==> src/hdl/nnis_pkg.sv <==
// Shared types and constants for the nearest-neighbour image scaler.
// Field widths, register indexes, controller states and parameter defaults.
// No dependencies.
package nnis_pkg;

    localparam int COORD_W    = 6;
    localparam int CFG_W      = 7;
    localparam int CFG_ADDR_W = 2;
    localparam int PIX_OUT_W  = 8;

    localparam int S_TDATA_W  = 24;
    localparam int M_TDATA_W  = 24;
    localparam int M_PAD_W    = M_TDATA_W - PIX_OUT_W - 2 * COORD_W;

    localparam int DEF_MAX_ROWS   = 64;
    localparam int DEF_MAX_COLS   = 64;
    localparam int DEF_PIXEL_BITS = 8;

    localparam logic [CFG_W-1:0] CFG_RESET = 7'd64;

    typedef enum logic [CFG_ADDR_W-1:0] {
        REG_SRC_ROWS = 2'd0,
        REG_SRC_COLS = 2'd1,
        REG_DST_ROWS = 2'd2,
        REG_DST_COLS = 2'd3
    } cfg_reg_t;

    typedef enum logic [1:0] {
        ST_IDLE = 2'd0,
        ST_MAP  = 2'd1,
        ST_DONE = 2'd2
    } nnis_state_t;

endpackage

==> src/hdl/nnis_map.sv <==
// Coordinate mapper: computes min(round(out*src/dst), src-1) with a multiply stage
// followed by a bit-serial restoring divider. Depends on nnis_pkg.
module nnis_map import nnis_pkg::*; (
    input  logic               aclk,
    input  logic               aresetn,
    input  logic               start,
    input  logic [COORD_W-1:0] coord,
    input  logic [CFG_W-1:0]   src_size,
    input  logic [CFG_W-1:0]   dst_size,
    output logic               done,
    output logic [CFG_W-1:0]   src_used
);

    localparam int PROD_W = COORD_W + CFG_W;
    localparam int NUM_W  = PROD_W + 1;
    localparam int DEN_W  = CFG_W + 1;
    localparam int QBITS  = CFG_W;
    localparam int CNT_W  = $clog2(QBITS + 1);

    logic [PROD_W-1:0] prod_reg;
    logic [CFG_W-1:0]  src_reg;
    logic [DEN_W-1:0]  den_reg;
    logic [DEN_W-1:0]  rem_reg;
    logic [QBITS-1:0]  low_reg;
    logic [QBITS-1:0]  q_reg;
    logic [CNT_W-1:0]  cnt_reg;
    logic              busy_reg;
    logic              init_reg;

    logic [NUM_W-1:0]  num;
    logic [DEN_W:0]    trial;
    logic              fits;

    assign num   = {prod_reg, 1'b0} + NUM_W'(den_reg[DEN_W-1:1]);
    assign trial = {rem_reg, low_reg[QBITS-1]};
    assign fits  = trial >= {1'b0, den_reg};

    always_ff @(posedge aclk) begin
        if (!aresetn) begin
            busy_reg <= 1'b0;
            init_reg <= 1'b0;
            cnt_reg  <= '0;
        end else if (start) begin
            busy_reg <= 1'b1;
            init_reg <= 1'b1;
            cnt_reg  <= CNT_W'(QBITS);
        end else if (init_reg) begin
            init_reg <= 1'b0;
        end else if (busy_reg && cnt_reg != '0) begin
            cnt_reg <= cnt_reg - 1'b1;
        end
    end

    always_ff @(posedge aclk) begin
        if (start) begin
            prod_reg <= PROD_W'(coord * src_size);
            src_reg  <= src_size;
            den_reg  <= {dst_size, 1'b0};
        end else if (init_reg) begin
            rem_reg <= DEN_W'(num[NUM_W-1:QBITS]);
            low_reg <= num[QBITS-1:0];
            q_reg   <= '0;
        end else if (busy_reg && cnt_reg != '0) begin
            if (fits) begin
                rem_reg <= DEN_W'(trial - {1'b0, den_reg});
            end else begin
                rem_reg <= trial[DEN_W-1:0];
            end
            q_reg   <= {q_reg[QBITS-2:0], fits};
            low_reg <= {low_reg[QBITS-2:0], 1'b0};
        end
    end

    assign done     = busy_reg && !init_reg && cnt_reg == '0;
    assign src_used = (q_reg >= src_reg) ? src_reg - 1'b1 : q_reg;

endmodule

==> config.mk <==
export PLATFORM = sky130hd
export DESIGN_NAME = nnis_map
export DESIGN_NICKNAME = d
export VERILOG_FILES = /design/src/hdl/nnis_pkg.sv /design/src/hdl/nnis_map.sv
export SDC_FILE = /design/constraint.sdc
export NUM_CORES = 1
export LEC_CHECK = 0
export BUFFER_PORTS_ARGS = -buffer_cell sky130_fd_sc_hd__buf_2
export CORE_ASPECT_RATIO = 0.75
export CORE_MARGIN = 4
export CORE_UTILIZATION = 58
export CTS_CLUSTER_DIAMETER = 30
export DETAILED_ROUTE_END_ITERATION = 16
export PLACE_DENSITY = 0.77
export SETUP_SLACK_MARGIN = 0.4
export SLEW_MARGIN = 10
export SYNTH_ARGS = -nofsm -noshare
export SYNTH_HDL_FRONTEND = slang
export SYNTH_SLANG_ARGS = --single-unit
==> constraint.sdc <==
create_clock -name aclk -period 4.6 [get_ports aclk]
set_input_delay 0.46 -clock aclk [delete_from_list [all_inputs] [get_ports aclk]]
set_output_delay 0.46 -clock aclk [all_outputs]
set_load 0.02 [all_outputs]
==> run summary, run 1 <==
Worst-Margin Slew - 1.170 ns
Die Width - 107.7 um
Maximum clock path buffer count - 2
Top_reg_cell synth - edfxtp_1
Synth-to-Final Area Change - 8.278%
First-pass GRT wire length - 14,050 um
Combinational Power Share - 40.9%
Leak - 2.073 nW
Nets - 529
DPL Wire Length - 6442 um
Max cap viols - 0
Crit path cell chain - buf_2 > and2_1 > fa_1 > fa_1 > inv_1 > fa_1 > inv_1 > ha_1 > nand3_1 > o211ai_2 > or4_4 > a2111o_1 > o211ai_2
Num ports - 31
Cells after Synth - 406
DR DRC count - 0
CTS root buf - clkbuf_8
FMAX - 266.9 MHz
Post-synth top area share - 34.04%
Top-count cell post-synth - inv_1
Worst R2R Setup Slack - 1.65 ns
PD cells - 361.5 nW/um^2
Switching Share - 35.42%
Hold slack - 0.3052 ns
Post-DR wirelength/cell - 15.15 um
Fin crit period - 3.747 ns
Critical path required time - 4.77 ns
Post-synth ARST share - 0%
Reg2reg start - den_reg[1]$_DFFE_PP_
Worst min path class - in -> reg
Final Slew Violations - 0
Post-synth top cells - inv_1, edfxtp_1, ha_1
Seq/Total Area, Yosys - 36.35%
RSZ-0062 raised after global routing - false
Setup bufs post-CTS - 0
Period utilisation layout - 81.45%
Placement Rows - 26
Mean Syn Cell Area - 10.65 um^2
Largest net degree at the start of global routing - 34
WS Path Type - in -> reg
Post-Place Worst Slack - 0.5174 ns
P_sw - 599.4 uW
Congestion Overflow GR - 0
Worst-path maximum fanout - 7
M1 wire length - 3935 um
Clock Skews - 0.01056 ns
Setup TNS - 0 ns
Min-delay src - dst_size[6]
Distinct cell type count after synthesis - 54
Critical path endpoint - prod_reg[12]$_DFFE_PP_
CP max-delay cell - fa_1
FF+latch count, synth - 54
Slew HR - 21.92%
Netlist Area Pre-Place - 4323 um^2
Clock sinks - 54
CP startpoint - src_size[2]
Capture point of the worst reg-to-reg path - rem_reg[3]$_DFFE_PP_
Die height - 82.77 um
Vias in the first global route - 2,959
# setup viols final - 0
CP startpoint kind - input pin
Internal power - 1.093 mW
Reg clk slew, reported paths - 0.11 ns
Reg2reg path depth - 7
Core area - 7027 um^2
Ant. Diodes - 0
Pre-antenna DRT Iters - 4
Worst setup margin - 0.8533 ns
DRT Wirelength - 8153 um
Initial antenna violation count - 0
Arrival time worst endpoint - 3.92 ns
Status - completed
Area leader, netlist - edfxtp_1
Die area - 8913 um^2
Post-CTS sizing - 0
Vias/cell - 5.572
Buffers added on ports - 30
Final-report hold violation count - 0
Max reg flops - 13
Clk_lat worst skew - 0.32 ns
CP endpoint kind - register
Synthesis Warnings - 0
DR vias - 2,998
Syn Nets - 496
FF+latch area - 1572 um^2
CTS H-tree depth - 2
Metal2 WL - 3746 um
CTS tree - built
Reg power frac - 40.9%
Layout cells sized above 1 - 12.73%
Multi-input logic area - 2507 um^2
Largest cells by area after synthesis - edfxtp_1, ha_1, fa_1
Clock Power Share - 18.2%
Initial Utilization - 61.52%
Top layer in use - met4
Starting DRT DRC Count - 247
Routed wl met3 - 396 um
Most frequent CP cell - fa_1
DRT antenna net count - 0
CTS buffer count - 5
Number of synthesized flops with an enable pin - 49
GP Congestion - 0.8537
Gr usage total - 20.32%
CTS Hold Bufs - 0
Fillcell total - 587
VDD IR-drop max - 0.0001845 V
Slowest stage delay, CP - 0.54 ns
-- metal layers --
metal / vias to the layer above / GRT usage [%]
met1: 1447 / 28.11
met3: 6 / 3.419
li1: 1476 / -
met5: - / 0
met4: 0 / 4.288
met2: 69 / 34.18
-- cell type report --
cell class | count | area share, %
multi-input cells | 289 | 53.57
flip-flops and latches | 54 | 33.57
inverters | 59 | 4.731
repair buffers | 30 | 3.208
well taps | 98 | 2.620
clock buffers | 6 | 2.005
clock inverters | 2 | 0.2940
-- cells in the final DEF, fill, tap and decap left out, types with 4 or more instances in the layout --
cell type | synthesis | final
edfxtp_1 | 49 | 49
xor2_1 | 5 | 5
and2_1 | 33 | 33
o21ai_0 | 11 | 11
mux2i_1 | 8 | 8
clkbuf_8 | 0 | 5
nand3_1 | 7 | 7
nor2b_1 | 11 | 11
nor3_1 | 9 | 9
o21a_1 | 7 | 7
ha_1 | 44 | 44
a211oi_1 | 4 | 4
buf_2 | 2 | 30
nor2_1 | 16 | 15
inv_1 | 59 | 59
nand2_1 | 24 | 24
a21o_1 | 5 | 5
and3_1 | 5 | 5
xnor2_1 | 20 | 20
a21oi_1 | 9 | 9
fa_1 | 23 | 23
mux2_2 | 8 | 8
dfxtp_1 | 5 | 5
-- how the worst min path moves through the flow --
| stage | endpoint | depth (start not counted) |
|---|---|---|
| final | den_reg[7]$_DFFE_PP_ | 1 |
| after global routing | den_reg[7]$_DFFE_PP_ | 1 |
| after CTS | den_reg[7]$_DFFE_PP_ | 1 |
| after detailed placement | busy_reg$_SDFFE_PN0P_ | 1 |
| after global placement | busy_reg$_SDFFE_PN0P_ | 1 |
| after floorplan | busy_reg$_SDFFE_PN0P_ | 1 |
-- power groups by stage --
stage                     combinational, mW  sequential (mW)  clock [mW]
after CTS                             0.694            0.690       0.312
after floorplan                       0.549            0.681           0
after detailed placement              0.688            0.702           0
after global placement                0.666            0.699           0
final                                 0.692            0.692       0.308
after global routing                  0.786            0.699       0.338
-- cell families (layout without fill, tap and decap cells) --
logic type      after synthesis  after routing  synth area share [%]
simple gates                122            122                 15.43
mux                          16             16                 3.936
fa+ha+maj                    67             67                 23.39
xor+xnor                     25             25                 5.065
compound gates               59             59                 10.13
flops                        54             54                 36.35
buf+inv                      63             97                 5.702
-- per-stage QoR --
stage / std cells / power (mW) / cell area (um^2) / util (%)
after global routing: 538 / 1.824 / 4681 / 66.61
after detailed placement: 530 / 1.390 / 4573 / 65.08
after global placement: 530 / 1.365 / 4573 / 65.08
final: 538 / 1.692 / 4681 / 66.61
after CTS: 538 / 1.697 / 4681 / 66.61
after floorplan: 406 / 1.230 / 4323 / -
-- worst max-delay path: cells and delay by family --
family,cells,cell delay (ns)
simple gates,3,0.72
buf+inv,3,0.22
compound gates,3,0.57
fa+ha+maj,4,1.94
Power figures use the tool's default switching activity.
==> inputs of run 2 (changes only) <==
- CORE_UTILIZATION: 58 -> 56
- PLACE_DENSITY: 0.77 -> 0.78
- clock period: 4.6 -> 3.16 ns (I/O delays scaled with it)
==> run summary, run 2 (synthesized netlist as in run 1, its figures left out) <==
Status - finished with violations
GP Congestion - 0.8584
Reg power frac - 35.9%
Internal power - 1.827 mW
Most common cell after layout, fill and taps aside - inv_1
Reg2reg path depth - 8
DRT antenna net count - 0
Capture point of the worst reg-to-reg path - rem_reg[2]$_DFFE_PP_
RSZ-0062 raised after global routing - true
Leak - 2.310 nW
Post-layout util - 69.26%
Switching Share - 34.48%
Slew HR - 50.90%
Largest net degree at the start of global routing - 34
CTS H-tree depth - 2
Post-Place Worst Slack - -0.5722 ns
CTS buffer count - 5
Initial antenna violation count - 0
Gr usage total - 20.73%
Layout cells sized above 1 - 24.84%
Pre-antenna DRT Iters - 4
First-pass GRT wire length - 15,170 um
Die area - 9204 um^2
CTS root buf - clkbuf_8
Worst R2R Setup Slack - 0.61 ns
Worst setup margin - -0.1466 ns
Hold slack - 0.1722 ns
Max reg flops - 13
Final Cell Area - 5147 um^2
Post-DR wirelength/cell - 15.96 um
Ant. Diodes - 0
Buffers added on ports - 30
Arrival time worst endpoint - 3.48 ns
Final Slew Violations - 0
Final-report hold violation count - 0
Min-delay src - dst_size[6]
Worst-path maximum fanout - 4
Synth-to-Final Area Change - 19.07%
Worst-Margin Slew - 0.7364 ns
Placed Area - 4845 um^2
CTS Hold Bufs - 0
VDD IR-drop max - 0.0002905 V
Reg2reg start - den_reg[2]$_DFFE_PP_
CP endpoint kind - register
CTS tree - built
PD cells - 541.6 nW/um^2
CP startpoint - src_size[6]
Vias in the first global route - 3,266
Worst min path class - in -> reg
Period utilisation layout - 104.6%
Clock Power Share - 16.8%
Failing checks - negative setup slack
Max cap viols - 0
Vias/cell - 5.537
Clk_lat worst skew - 0.31 ns
DPL Wire Length - 6872 um
Clock sinks - 54
Most frequent cells in the layout - inv_1, edfxtp_1, ha_1, buf_4, and2_1
Fillcell total - 556
WS Path Type - in -> reg
Fin crit period - 3.307 ns
FMAX - 302.4 MHz
Nets - 560
Placement Rows - 27
Critical path required time - 3.33 ns
Initial Utilization - 58.16%
Die height - 84.09 um
Congestion Overflow GR - 0
Num ports - 31
Reg clk slew, reported paths - 0.11 ns
Combinational Power Share - 47.3%
DR DRC count - 0
Core area - 7432 um^2
Die Width - 109.5 um
DR vias - 3,167
DRT Wirelength - 9127 um
Starting DRT DRC Count - 151
CP startpoint kind - input pin
Clock Skews - 0.01798 ns
P_sw - 961.1 uW
Critical path endpoint - prod_reg[12]$_DFFE_PP_
# setup viols final - 2
Maximum clock path buffer count - 2
## run 2: layer usage
layer	GRT usage, %	up-vias	part of all wire [%]
li1	-	1538	-
met1	26.70	1551	43
met2	35.12	60	51
met3	3.326	18	3.7
met4	7.135	0	2.3
met5	0	-	0
## run 2: critical path, cell delays in order
cell      delay, ns
buf_8          0.10
and2_4         0.15
fa_1           0.50
fa_1           0.53
inv_1          0.05
fa_1           0.50
inv_2          0.05
ha_4           0.22
nand3_2        0.06
o211ai_2       0.10
or4_4          0.43
a2111o_1       0.38
o211ai_2       0.07
## run 2: timing repair
item / in CTS / in global routing
buffers inserted: 2 / 1
setup endpoints to repair: 6 / 9
pin swaps: 14 / 7
gates resized for setup: 40 / 6
## run 2: cell type report
| class | count | area (um^2) | area share [%] |
|---|---|---|---|
| Clock buffer | 5 | 68.82 | 1.337 |
| Multi-Input combinational cell | 289 | 2654 | 51.56 |
| Clock inverter | 3 | 45.04 | 0.8751 |
| Tap cell | 101 | 126.4 | 2.455 |
| Inverter | 59 | 221.5 | 4.302 |
| Timing Repair Buffer | 61 | 460.4 | 8.945 |
| Sequential cell | 54 | 1572 | 30.53 |
## run 2: worst min path at each step
| stage | cells after the start | slack [ns] | end |
|---|---|---|---|
| 2_1_floorplan | 0 | 0.41 | den_reg[1]$_DFFE_PP_ |
| 3_3_place_gp | 1 | 0.49 | busy_reg$_SDFFE_PN0P_ |
| 3_5_place_dp | 1 | 0.49 | busy_reg$_SDFFE_PN0P_ |
| 4_1_cts | 1 | 0.17 | den_reg[7]$_DFFE_PP_ |
| 5_1_grt | 1 | 0.15 | den_reg[5]$_DFFE_PP_ |
| 6_report | 1 | 0.17 | den_reg[7]$_DFFE_PP_ |
## run 2: stage by stage
step	TNS [ns]	power (mW)	cells
5_1_grt	-0.3681	2.986	572
3_5_place_dp	-2.164	2.212	561
3_3_place_gp	-1.648	2.155	561
6_report	-0.1875	2.788	572
2_1_floorplan	-0.3505	1.856	406
4_1_cts	-0.1997	2.771	571
## run 2: power groups by stage
stage / Clock (mW) / Combinational, mW / Sequential (mW)
floorplan: 0 / 0.865 / 0.992
global placement: 0 / 1.14 / 1.01
detailed placement: 0 / 1.20 / 1.01
CTS: 0.475 / 1.30 / 0.999
global route: 0.510 / 1.46 / 1.01
finish: 0.468 / 1.32 / 1.00
